### src/design/ssfs_pkg.sv
`timescale 1ns / 1ps

package ssfs_pkg;

    localparam int unsigned FRAME_BITS = 21;
    localparam int unsigned CNT_W      = 5;
    localparam int unsigned RPT_W      = 4;
    localparam int unsigned GAP_W      = 16;
    localparam int unsigned CHAR_W     = 7;

    localparam logic [CNT_W-1:0] LAST_BIT_POS = CNT_W'(FRAME_BITS - 1);
    localparam logic [CNT_W-1:0] FRAME_LEN    = CNT_W'(FRAME_BITS);
    localparam logic [RPT_W-1:0] RPT_MAX      = '1;

    localparam logic [GAP_W-1:0] GAP_LIMIT_RST = 16'd1000;
    localparam logic [RPT_W-1:0] REPEATS_RST   = 4'd3;

    // Register map, indexed by paddr[2]
    localparam logic REG_GAP_LIMIT = 1'b0;
    localparam logic REG_REPEATS   = 1'b1;

    localparam logic [CHAR_W-1:0] CH_ONE     = 7'h31;
    localparam logic [CHAR_W-1:0] CH_SPACE   = 7'h20;
    localparam logic [CHAR_W-1:0] CH_UNKNOWN = 7'h3F;

    typedef logic [FRAME_BITS-1:0] t_frame;

    typedef struct packed {
        logic   publish;
        t_frame frame;
    } t_frame_evt;

    typedef struct packed {
        logic              heating;
        logic [CHAR_W-1:0] first_char;
        logic [CHAR_W-1:0] middle_char;
        logic [CHAR_W-1:0] last_char;
    } t_chars;

    // Segment pattern abcdefg ordering as on the link (bit 6 = segment a)
    function automatic logic [CHAR_W-1:0] seg_to_ascii(input logic [6:0] seg);
        logic [CHAR_W-1:0] ch;
        case (seg)
            7'h7E:   ch = 7'h30; // 0
            7'h30:   ch = 7'h31; // 1
            7'h6D:   ch = 7'h32; // 2
            7'h79:   ch = 7'h33; // 3
            7'h33:   ch = 7'h34; // 4
            7'h5B:   ch = 7'h35; // 5
            7'h5F:   ch = 7'h36; // 6
            7'h70:   ch = 7'h37; // 7
            7'h7F:   ch = 7'h38; // 8
            7'h7B:   ch = 7'h39; // 9
            7'h77:   ch = 7'h41; // A
            7'h1F:   ch = 7'h62; // b
            7'h4E:   ch = 7'h43; // C
            7'h3D:   ch = 7'h64; // d
            7'h4F:   ch = 7'h45; // E
            7'h47:   ch = 7'h46; // F
            7'h5E:   ch = 7'h47; // G
            7'h37:   ch = 7'h48; // H
            7'h06:   ch = 7'h49; // I
            7'h3C:   ch = 7'h4A; // J
            7'h3B:   ch = 7'h4B; // K
            7'h0E:   ch = 7'h4C; // L
            7'h15:   ch = 7'h6E; // n
            7'h1D:   ch = 7'h6F; // o
            7'h67:   ch = 7'h50; // P
            7'h73:   ch = 7'h71; // q
            7'h05:   ch = 7'h72; // r
            7'h0F:   ch = 7'h74; // t
            7'h3E:   ch = 7'h55; // U
            7'h3F:   ch = 7'h59; // Y
            7'h00:   ch = CH_SPACE;
            default: ch = CH_UNKNOWN;
        endcase
        return ch;
    endfunction

endpackage

### src/design/ssfs_char_decode.sv
`timescale 1ns / 1ps

module ssfs_char_decode (
    input  ssfs_pkg::t_frame i_frame,
    output ssfs_pkg::t_chars o_chars
);

    always_comb begin
        o_chars.heating     = i_frame[16];
        o_chars.first_char  = (i_frame[19:18] != 2'b00) ? ssfs_pkg::CH_ONE
                                                         : ssfs_pkg::CH_SPACE;
        o_chars.middle_char = ssfs_pkg::seg_to_ascii(i_frame[13:7]);
        o_chars.last_char   = ssfs_pkg::seg_to_ascii(i_frame[6:0]);
    end

endmodule

### src/design/ssfs_frame.sv
`timescale 1ns / 1ps

module ssfs_frame (
    input  logic                           i_clk,
    input  logic                           i_rst_n,
    input  logic                           i_valid,
    input  logic [ssfs_pkg::GAP_W-1:0]     i_gap_us,
    input  logic                           i_data_bit,
    input  logic [ssfs_pkg::GAP_W-1:0]     i_gap_limit_us,
    input  logic [ssfs_pkg::RPT_W-1:0]     i_repeats_needed,
    output ssfs_pkg::t_frame_evt           o_evt
);

    logic [ssfs_pkg::CNT_W-1:0] r_bit_count, n_bit_count;
    ssfs_pkg::t_frame           r_shift_frame, n_shift_frame;
    ssfs_pkg::t_frame           r_last_frame, n_last_frame;
    logic [ssfs_pkg::RPT_W-1:0] r_repeat_count, n_repeat_count;

    logic                       restart;
    logic [ssfs_pkg::CNT_W-1:0] base_cnt;
    logic [ssfs_pkg::CNT_W-1:0] bit_pos;
    logic [ssfs_pkg::CNT_W-1:0] cnt_inc;
    ssfs_pkg::t_frame           asm_frame;
    logic [ssfs_pkg::RPT_W-1:0] rpt_inc;

    always_comb begin
        restart   = (i_gap_us > i_gap_limit_us) || (r_bit_count >= ssfs_pkg::FRAME_LEN);
        base_cnt  = restart ? '0 : r_bit_count;
        bit_pos   = ssfs_pkg::LAST_BIT_POS - base_cnt;
        // MSB first; bits of a previous frame stay unless a long gap cleared them
        asm_frame = (restart ? '0 : r_shift_frame)
                  | (ssfs_pkg::t_frame'(i_data_bit) << bit_pos);
        cnt_inc   = base_cnt + 1'b1;
        rpt_inc   = (r_repeat_count == ssfs_pkg::RPT_MAX) ? r_repeat_count
                                                          : r_repeat_count + 1'b1;

        n_bit_count    = r_bit_count;
        n_shift_frame  = r_shift_frame;
        n_last_frame   = r_last_frame;
        n_repeat_count = r_repeat_count;
        o_evt.publish  = 1'b0;
        o_evt.frame    = asm_frame;

        if (i_valid) begin
            n_shift_frame = asm_frame;
            n_bit_count   = cnt_inc;
            if (cnt_inc == ssfs_pkg::FRAME_LEN) begin
                n_bit_count = '0;
                if (asm_frame != r_last_frame) begin
                    n_last_frame   = asm_frame;
                    n_repeat_count = '0;
                end else if (rpt_inc >= i_repeats_needed) begin
                    n_repeat_count = '0;
                    o_evt.publish  = 1'b1;
                end else begin
                    n_repeat_count = rpt_inc;
                end
            end
        end
    end

    always_ff @(posedge i_clk) begin
        if (!i_rst_n) begin
            r_bit_count    <= '0;
            r_shift_frame  <= '0;
            r_last_frame   <= '0;
            r_repeat_count <= '0;
        end else begin
            r_bit_count    <= n_bit_count;
            r_shift_frame  <= n_shift_frame;
            r_last_frame   <= n_last_frame;
            r_repeat_count <= n_repeat_count;
        end
    end

    a_bit_count_range: assert property (@(posedge i_clk) disable iff (!i_rst_n)
        r_bit_count <= ssfs_pkg::LAST_BIT_POS)
        else $error("bit count ran past the frame length");

    a_publish_matches_last: assert property (@(posedge i_clk) disable iff (!i_rst_n)
        o_evt.publish |-> (o_evt.frame == r_last_frame))
        else $error("published frame differs from the stored frame");

    a_publish_clears_count: assert property (@(posedge i_clk) disable iff (!i_rst_n)
        o_evt.publish |=> (r_repeat_count == '0) && (r_bit_count == '0))
        else $error("repeat or bit count not cleared after publication");

endmodule

### src/design/seven_segment_frame_sniffer_core.sv
`timescale 1ns / 1ps

// Seven-segment display link sniffer.
// Slave stream: one transaction per rising edge of the display link clock,
// carrying the time since the previous edge and the sampled data level.
// Edges separated by more than gap_limit_us restart the 21-bit frame; bits
// are shifted in MSB first. A complete frame seen repeats_needed more times
// in a row is published once on the master stream, with the heater bit, the
// leading-one character, two decoded digit characters and the raw frame.
// An accepted transaction is held in the input register; its result, if
// any, is then held in the result register and valid on the master side.
// Throughput: one transaction per cycle unless the result register stalls;
// the frame and repeat update from the input register is combinational.
// Stall: the result register holds until taken; while a result waits the
// input register still takes one transaction, then o_s_tready drops until
// the receiver takes the result.
// Reset (synchronous, active low) clears the frame state and repeat count
// and returns gap_limit_us to 1000 and repeats_needed to 3.
// APB: gap_limit_us at 0x0, repeats_needed at 0x4; pready is always high.

module seven_segment_frame_sniffer_core (
    input  logic        i_clk,
    input  logic        i_rst_n,
    // Slave stream
    input  logic        i_s_tvalid,
    output logic        o_s_tready,
    input  logic [23:0] i_s_tdata,  // [15:0] gap_us, [16] data_bit, [23:17] zero
    // Master stream
    output logic        o_m_tvalid,
    input  logic        i_m_tready,
    // [0] heating, [7:1] first_char, [14:8] middle_char, [21:15] last_char,
    // [42:22] raw_frame, [47:43] zero
    output logic [47:0] o_m_tdata,
    // Configuration
    input  logic        i_psel,
    input  logic        i_penable,
    input  logic        i_pwrite,
    input  logic [2:0]  i_paddr,
    input  logic [31:0] i_pwdata,
    output logic [31:0] o_prdata,
    output logic        o_pready
);

    // Configuration registers
    logic [ssfs_pkg::GAP_W-1:0] r_gap_limit_us;
    logic [ssfs_pkg::RPT_W-1:0] r_repeats_needed;
    logic                       cfg_wr;
    logic                       reg_sel;

    assign o_pready = 1'b1;
    assign reg_sel  = i_paddr[2];
    assign cfg_wr   = i_psel && i_penable && i_pwrite && o_pready;

    always_ff @(posedge i_clk) begin
        if (!i_rst_n) begin
            r_gap_limit_us   <= ssfs_pkg::GAP_LIMIT_RST;
            r_repeats_needed <= ssfs_pkg::REPEATS_RST;
        end else if (cfg_wr) begin
            case (reg_sel)
                ssfs_pkg::REG_GAP_LIMIT: r_gap_limit_us   <= i_pwdata[ssfs_pkg::GAP_W-1:0];
                ssfs_pkg::REG_REPEATS:   r_repeats_needed <= i_pwdata[ssfs_pkg::RPT_W-1:0];
                default: ;
            endcase
        end
    end

    always_comb begin
        case (reg_sel)
            ssfs_pkg::REG_GAP_LIMIT: o_prdata = 32'(r_gap_limit_us);
            ssfs_pkg::REG_REPEATS:   o_prdata = 32'(r_repeats_needed);
            default:                 o_prdata = '0;
        endcase
    end

    // Input register
    logic                       r_in_valid;
    logic [ssfs_pkg::GAP_W-1:0] r_in_gap_us;
    logic                       r_in_data_bit;
    logic                       r_out_valid;
    logic                       advance;
    logic                       in_take;

    // Advance the pipeline whenever the result register can take a new value
    assign advance    = !r_out_valid || i_m_tready;
    assign o_s_tready = !r_in_valid || advance;
    assign in_take    = i_s_tvalid && o_s_tready;

    always_ff @(posedge i_clk) begin
        if (!i_rst_n) begin
            r_in_valid <= 1'b0;
        end else if (o_s_tready) begin
            r_in_valid <= i_s_tvalid;
        end
    end

    always_ff @(posedge i_clk) begin
        if (in_take) begin
            r_in_gap_us   <= i_s_tdata[15:0];
            r_in_data_bit <= i_s_tdata[16];
        end
    end

    // Frame assembly and repeat detection
    ssfs_pkg::t_frame_evt evt;
    ssfs_pkg::t_chars     chars;

    ssfs_frame u_frame (
        .i_clk            (i_clk),
        .i_rst_n          (i_rst_n),
        .i_valid          (r_in_valid && advance),
        .i_gap_us         (r_in_gap_us),
        .i_data_bit       (r_in_data_bit),
        .i_gap_limit_us   (r_gap_limit_us),
        .i_repeats_needed (r_repeats_needed),
        .o_evt            (evt)
    );

    ssfs_char_decode u_decode (
        .i_frame (evt.frame),
        .o_chars (chars)
    );

    // Result register
    ssfs_pkg::t_chars    r_out_chars;
    ssfs_pkg::t_frame    r_out_frame;

    always_ff @(posedge i_clk) begin
        if (!i_rst_n) begin
            r_out_valid <= 1'b0;
        end else if (advance) begin
            r_out_valid <= evt.publish;
        end
    end

    always_ff @(posedge i_clk) begin
        if (advance && evt.publish) begin
            r_out_chars <= chars;
            r_out_frame <= evt.frame;
        end
    end

    assign o_m_tvalid = r_out_valid;
    assign o_m_tdata  = {5'b0, r_out_frame, r_out_chars.last_char,
                         r_out_chars.middle_char, r_out_chars.first_char,
                         r_out_chars.heating};

    a_stall_only_on_blocked_out: assert property (@(posedge i_clk) disable iff (!i_rst_n)
        !o_s_tready |-> (r_out_valid && !i_m_tready))
        else $error("input stalled without a blocked result");

    a_heating_matches_frame: assert property (@(posedge i_clk) disable iff (!i_rst_n)
        o_m_tvalid |-> (o_m_tdata[0] == o_m_tdata[38]))
        else $error("heating bit disagrees with raw frame");

    a_first_char_matches_frame: assert property (@(posedge i_clk) disable iff (!i_rst_n)
        o_m_tvalid |-> ((o_m_tdata[7:1] == ssfs_pkg::CH_ONE) == (o_m_tdata[41:40] != 2'b00)))
        else $error("leading character disagrees with raw frame");

endmodule
### config.mk
export PLATFORM = sky130hd
export DESIGN_NAME = seven_segment_frame_sniffer_core
export DESIGN_NICKNAME = d
export VERILOG_FILES = /design/src/design/ssfs_pkg.sv /design/src/design/ssfs_char_decode.sv /design/src/design/ssfs_frame.sv /design/src/design/seven_segment_frame_sniffer_core.sv
export SDC_FILE = /design/constraint.sdc
export NUM_CORES = 1
export LEC_CHECK = 0
export BUFFER_PORTS_ARGS = -buffer_cell sky130_fd_sc_hd__clkbuf_2
export CORE_MARGIN = 2
export CORE_UTILIZATION = 40
export DETAILED_ROUTE_END_ITERATION = 10
export MAX_ROUTING_LAYER = met4
export PLACE_DENSITY = 0.75
export SKIP_CTS_REPAIR_TIMING = 1
export SLEW_MARGIN = 20
export SYNTH_ARGS = -nofsm -noshare
export SYNTH_HDL_FRONTEND = slang
export SYNTH_SLANG_ARGS = --single-unit
### constraint.sdc
create_clock -name i_clk -period 6.3 [get_ports i_clk]
set_clock_uncertainty 0.05 [all_clocks]
set_input_delay 0.945 -clock i_clk [delete_from_list [all_inputs] [get_ports i_clk]]
set_output_delay 0.945 -clock i_clk [all_outputs]
set_load 0.02 [all_outputs]
==> run_results.csv, run 1 <==
group,metric,value,unit
cts,clk_pin_slew,70,ps
place,finalWeightedCongestion,0.989,
cts,cts_tree,"done",
drt,dr.first_iter.drc_count,864,
timing,tns,0,ps
finish,antennaDiodeCount,0,
power_and_ir_drop,peakVddDrop,0.000187,V
floorplanning,rows,53,
finish,fin_nets,1243,
floorplanning,die_w,149,um
floorplanning,die_area,22300,um2
drt,antenna_left,0,
global_route,grt_usage,23.0,%
place,dpl.hpwl,17300,um
status,outcome,"finished clean",
hold_path,hold_path.class,"flip-flop to flip-flop",
finish,drive_gt1_share,18.2,%
floorplanning,start_util,40.4,%
timing,slew_viol_final,0,
synth,synthTopCellsByArea,"edfxtp_1 (19%), dfxtp_1 (17%), nand2_1 (6.8%), a21oi_1 (5.3%), ha_1 (4.6%)",
timing,worstMarginPinSlew,811,ps
synth,synth_top_area_share,18.9,%
finish,layout_commonest_cell,"nand2_1",
global_route,grt_pass1_wl,39900,um
synth,syn_avg_cell_area,8.02,um2
place,portBuffers,96,
synth,ys_ff_latch,126,
global_route,antenna_found_initial,0,
cts,clk_latency,440,ps
synth,yosysSeqAreaShare,36.2,%
hold_path,whs_path_depth,2,
drt,drc,0,
synth,synthCells,1053,
power_and_ir_drop,leakagePower,0.00380,uW
power_and_ir_drop,totalPowerFinal,2060,uW
setup_path,reg2reg_depth,24,
timing,max_slew_margin,45.3,%
setup_path,end_kind,"flip-flop",
timing,finalWorstPathRequiredPeriod,5880,ps
timing,rsz0062_at_grt,"no",
global_route,grt_start_max_net_pins,42,
cts,cts_root_buffer,"clkbuf_16",
synth,syn_area,8440,um2
synth,synth_area_leader_cell,"edfxtp_1",
timing,finalSetupViolations,0,
cts,cts_num_sinks,126,
drt,routed_wl,24700,um
run,maxCapViolCount,0,
setup_path,cp.required,6410,ps
synth,synth_edf_count,53,
global_route,grt_pass1_vias,7770,
setup_path,cp.arrival,5990,ps
synth,synth_cell_types,81,
drt,first_pass_iters,6,
cts,htreeDepth,4,
cts,numCtsBuffers,17,
setup_path,cp-start-kind,"flip-flop",
synth,synth-async-reset-ratio,0,%
synth,ys.flop_type,"dfxtp_1",
setup_path,criticalPathCategory,"flip-flop to flip-flop",
floorplanning,coreArea,20900,um2
finish,final_cell_mix,"nand2_1 (152), clkbuf_2 (96), a21oi_1 (90)",
finish,area_delta_synth_final,16.7,%
floorplanning,io_pins,149,
setup_path,cp_max_fo,14,
timing,fin_crit_sh,93.4,%
cts,max-clock-path-buffers,2,
floorplanning,die_y,149,um
drt,vias_per_cell,5.82,
drt,vias,8346,
timing,fmax,170,MHz
power_and_ir_drop,power.density,209,nW/um2
synth,synth_warnings,0,
drt,wire_per_inst,17.3,um
timing,hold_viol_final,0,
global_route,grt-ovfl-total,0,
## critical path, stage by stage, from the launching register on
cell	delay [ps]
dfxtp_1	340
inv_1	60
ha_1	310
nand4_2	160
nor4_1	450
a21boi_2	420
o31a_4	330
nor2_4	70
nand2_1	90
ha_1	310
nand3_1	220
or3_1	420
or4_4	470
a211oi_1	260
o21ai_1	110
inv_1	100
ha_1	260
inv_1	120
a21oi_1	140
a31oi_1	60
buf_4	190
a211oi_1	280
a21oi_1	160
o21ai_0	120
o22ai_1	100
## path summary, 6_finish.rpt
kind	startpoint	to	slack, ps
max	r_gap_limit_us[13]	o_m_tdata[17]	420
min	r_gap_limit_us[10]	r_gap_limit_us[10]	410
max reg2reg	r_gap_limit_us[13]	o_m_tdata[17]	420
min reg2reg	r_gap_limit_us[10]	r_gap_limit_us[10]	410
## cell type report
type,count,area (um2)
timing repair buffer,150,898
fill,2022,11000
tap,275,344
sequential,126,3050
clock buffer,17,425
clock inverter,15,159
inverter,58,218
multi-input combinational,793,4760
## sequential cells by signal (all words and copies together) (netlist names), 4 cells and up
signal / cells
u_frame.r_shift_frame: 21
r_out_frame: 21
r_gap_limit_us: 16
r_repeats_needed: 4
o_m_tdata: 15
u_frame.r_bit_count: 5
u_frame.r_repeat_count: 4
u_frame.r_last_frame: 21
r_in_gap_us: 16
## kinds of logic (layout without fill, tap and decap cells)
logic type               count (synthesis)  in the layout  synth area share (%)
adder cells (fa/ha/maj)                 31             31                  4.59
other                                    2             27                0.0890
buffers and inverters                  159            240                  8.85
AO/OA/AOI/OAI                          335            335                  27.0
AND/OR/NAND/NOR                        380            380                  21.0
flip-flops                             126            126                  36.2
XOR/XNOR                                 8              8                 0.830
multiplexers                            12             12                  1.47
## Yosys cell counts, types with 7 or more instances
master	instances
nor2_1	77
nand2_1	152
o22ai_1	10
a211oi_1	9
a21oi_1	90
nor4_1	9
and2_1	7
dfxtp_1	73
a2bb2oi_1	14
o311ai_1	10
ha_1	31
edfxtp_1	53
o21ai_0	58
a32oi_1	7
nand2b_1	8
nor3_1	38
nand3_1	30
o211ai_1	14
a31oi_1	18
o311ai_0	8
clkbuf_1	47
or3_1	7
inv_1	53
a21o_1	9
o31ai_1	7
a221oi_1	7
buf_2	15
nor2b_1	10
nand4_1	8
mux2i_1	9
buf_4	31
and3_1	12
## where the power goes
| part | internal [uW] | leakage (uW) | switching, uW | total, uW |
|---|---|---|---|---|
| clock network | 533 | 0.000291 | 451 | 983 |
| logic | 63.8 | 0.00247 | 143 | 207 |
| registers | 861 | 0.00104 | 8.07 | 869 |
## layer usage
layer	global-route usage [%]	wire, um
met1	29.7	11000
met2	36.1	11500
met3	3.98	1720
met4	8.81	530
met5	-	0
## per-stage QoR
step,setup WS (ps),cells,util (%),instance area [um2],hold slack [ps]
6_report,418,1434,47.2,9860,407
2_1_floorplan,412,1078,-,8540,382
3_3_place_gp,794,1402,44.4,9270,392
5_1_grt,66.9,1434,47.2,9860,419
4_1_cts,548,1434,47.2,9850,406
3_5_place_dp,655,1402,44.4,9270,396
No activity file was read; power rests on OpenSTA's default activity.
==> inputs of run 2 (changes only) <==
--- a/config.mk
+++ b/config.mk
@@ -10,7 +10,7 @@
 export CORE_UTILIZATION = 40
 export DETAILED_ROUTE_END_ITERATION = 10
 export MAX_ROUTING_LAYER = met4
-export PLACE_DENSITY = 0.75
+export PLACE_DENSITY_LB_ADDON = 0.25
 export SKIP_CTS_REPAIR_TIMING = 1
 export SLEW_MARGIN = 20
 export SYNTH_ARGS = -nofsm -noshare
==> run 2 against run 1 <==
  * Die area unchanged
  * Highest routed layer unchanged
  * Combinational power about the same
  * Largest cell class unchanged
  * Final cell count down 0.84%
  * Routed wire length up 0.25%
  * Sequential share of layout area up 0.28 points
  * Worst hold slack worse by 3.3 ps
  * Non-clock buffer count down 12
  * Maximum frequency down 0.48%
==> run_results.csv, run 2 (same netlist as run 1, synthesis figures left out) <==
group,metric,value,unit
status,outcome,"finished clean",
setup_path,critical_path.startpoint,"r_gap_limit_us[15]",
run,maxCapViolCount,0,
global_route,grt_pass1_wl,40100,um
cts,max-clock-path-buffers,2,
setup_path,path_cells,"inv_1, ha_1, nand4_2, nor4_1, a21boi_2, o31a_4, nor2_4, nand2_1, ha_2, nand3_1, or3_1, or4_4, a211oi_1, o21ai_1, inv_1, ha_1, inv_1, a21oi_1, a31oi_1, buf_4, a211oi_1, a21oi_1, a32o_1",
timing,finalWorstPathRequiredPeriod,5910,ps
finish,layout_commonest_cell,"nand2_1",
timing,whs,404,ps
finish,fin_area,9770,um2
cts,clk_latency,440,ps
hold_path,whs_path_depth,2,
drt,dr.first_iter.drc_count,629,
global_route,grt_pass1_vias,7653,
timing,finalSetupViolations,0,
floorplanning,rows,53,
timing,rsz0062_at_grt,"no",
setup_path,reg2reg_depth,23,
drt,wire_per_inst,17.4,um
place,post_dp_cell_area,9180,um2
finish,ff_latch_area,3050,um2
setup_path,cp-start-kind,"flip-flop",
finish,drive_gt1_share,17.4,%
cts,cts_root_buffer,"clkbuf_16",
cts,clk_pin_slew,70,ps
setup_path,slowest_stage,"or4_4",
finish,antennaDiodeCount,0,
timing,slew_viol_final,0,
finish,multi_input_area,4760,um2
setup_path,rr_startpoint,"r_gap_limit_us[15]",
floorplanning,start_util,40.4,%
cts,numCtsBuffers,17,
drt,vias_per_cell,5.76,
hold_path,hold_path.class,"flip-flop to flip-flop",
cts,cts_tree,"done",
power_and_ir_drop,power.density,212,nW/um2
setup_path,path_delay_family,"compound AO/OA/AOI/OAI gates",
finish,top_regs,"r_out_frame: 21 flops, u_frame.r_last_frame: 21 flops, u_frame.r_shift_frame: 21 flops",
power_and_ir_drop,leakagePower,0.00374,uW
cts,cts_num_sinks,126,
global_route,grt_usage,23.2,%
finish,final_cell_mix,"nand2_1 (152), clkbuf_2 (96), a21oi_1 (90)",
cts,htreeDepth,4,
timing,fin_crit_sh,93.8,%
finish,fill_cells,2127,
setup_path,cp.required,6430,ps
setup_path,criticalPathCategory,"flip-flop to flip-flop",
hold_path,worstHoldStart,"r_gap_limit_us[14]",
power_and_ir_drop,totalPowerFinal,2070,uW
setup_path,critical_path.most_common_cell,"inv_1",
timing,hold_viol_final,0,
setup_path,cp_max_fo,14,
timing,tns,0,ps
floorplanning,die_y,149,um
timing,max_slew_margin,46.4,%
setup_path,end_kind,"flip-flop",
timing,worstMarginPinSlew,799,ps
drt,drc,0,
setup_path,max_stage_delay,450,ps
global_route,grt_start_max_net_pins,45,
floorplanning,io_pins,149,
timing,fmax,169,MHz
drt,vias,8195,
power_and_ir_drop,peakVddDrop,0.000183,V
setup_path,cp.arrival,6040,ps
drt,routed_wl,24800,um
place,finalWeightedCongestion,0.961,
global_route,grt-ovfl-total,0,
finish,area_delta_synth_final,15.7,%
drt,antenna_left,0,
drt,first_pass_iters,7,
setup_path,path_depth,23,
place,dpl.hpwl,17400,um
floorplanning,die_w,149,um
setup_path,path_buf_inv,4,
place,portBuffers,96,
floorplanning,coreArea,20900,um2
floorplanning,die_area,22300,um2
finish,fin_nets,1231,
global_route,antenna_found_initial,0,
==> run 2: layer usage <==
| metal | vias up | share of wire (%) | wire [um] | GRT usage [%] |
|---|---|---|---|---|
| li1 | 3985 | - | - | - |
| met1 | 3829 | 46 | 11500 | 31.4 |
| met2 | 344 | 46 | 11300 | 36.1 |
| met3 | 37 | 6.5 | 1600 | 3.39 |
| met4 | 0 | 1.8 | 453 | 7.10 |
| met5 | - | 0 | 0 | - |
==> run 2: worst paths after layout <==
| check | to | slack, ps |
|---|---|---|
| hold reg to reg | r_gap_limit_us[14] | 400 |
| hold / removal | r_gap_limit_us[14] | 400 |
| setup / recovery | o_m_tdata[15] | 390 |
| setup reg to reg | o_m_tdata[15] | 390 |
==> run 2: worst register-to-register path: cells and delay by family (launching register included) <==
kind,cells,cell delay [ps]
flip-flops,1,330
adder cells (fa/ha/maj),3,1030
AO/OA/AOI/OAI,9,2020
AND/OR/NAND/NOR,7,1690
buffers and inverters,4,520
==> run 2: layout make-up <==
type | instances | share of cell area [%]
flip-flops and latches | 126 | 31.3
inverters | 58 | 2.23
repair buffers | 138 | 8.27
well taps | 275 | 3.52
clock inverters | 15 | 1.68
clock buffers | 17 | 4.36
multi-input cells | 793 | 48.7
==> run 2: stage by stage <==
stage,util (%),cells,setup WS (ps)
3_5_place_dp,43.9,1390,456
6_report,46.8,1422,389
3_3_place_gp,43.9,1390,508
2_1_floorplan,-,1078,412
5_1_grt,46.8,1422,32.4
4_1_cts,46.8,1422,375
==> run 2: report_power, final <==
group / internal (uW) / total, uW / switching (uW)
sequential: 861 / 869 / 7.76
clock: 535 / 989 / 454
combinational: 62.3 / 209 / 146
total: 1460 / 2070 / 608
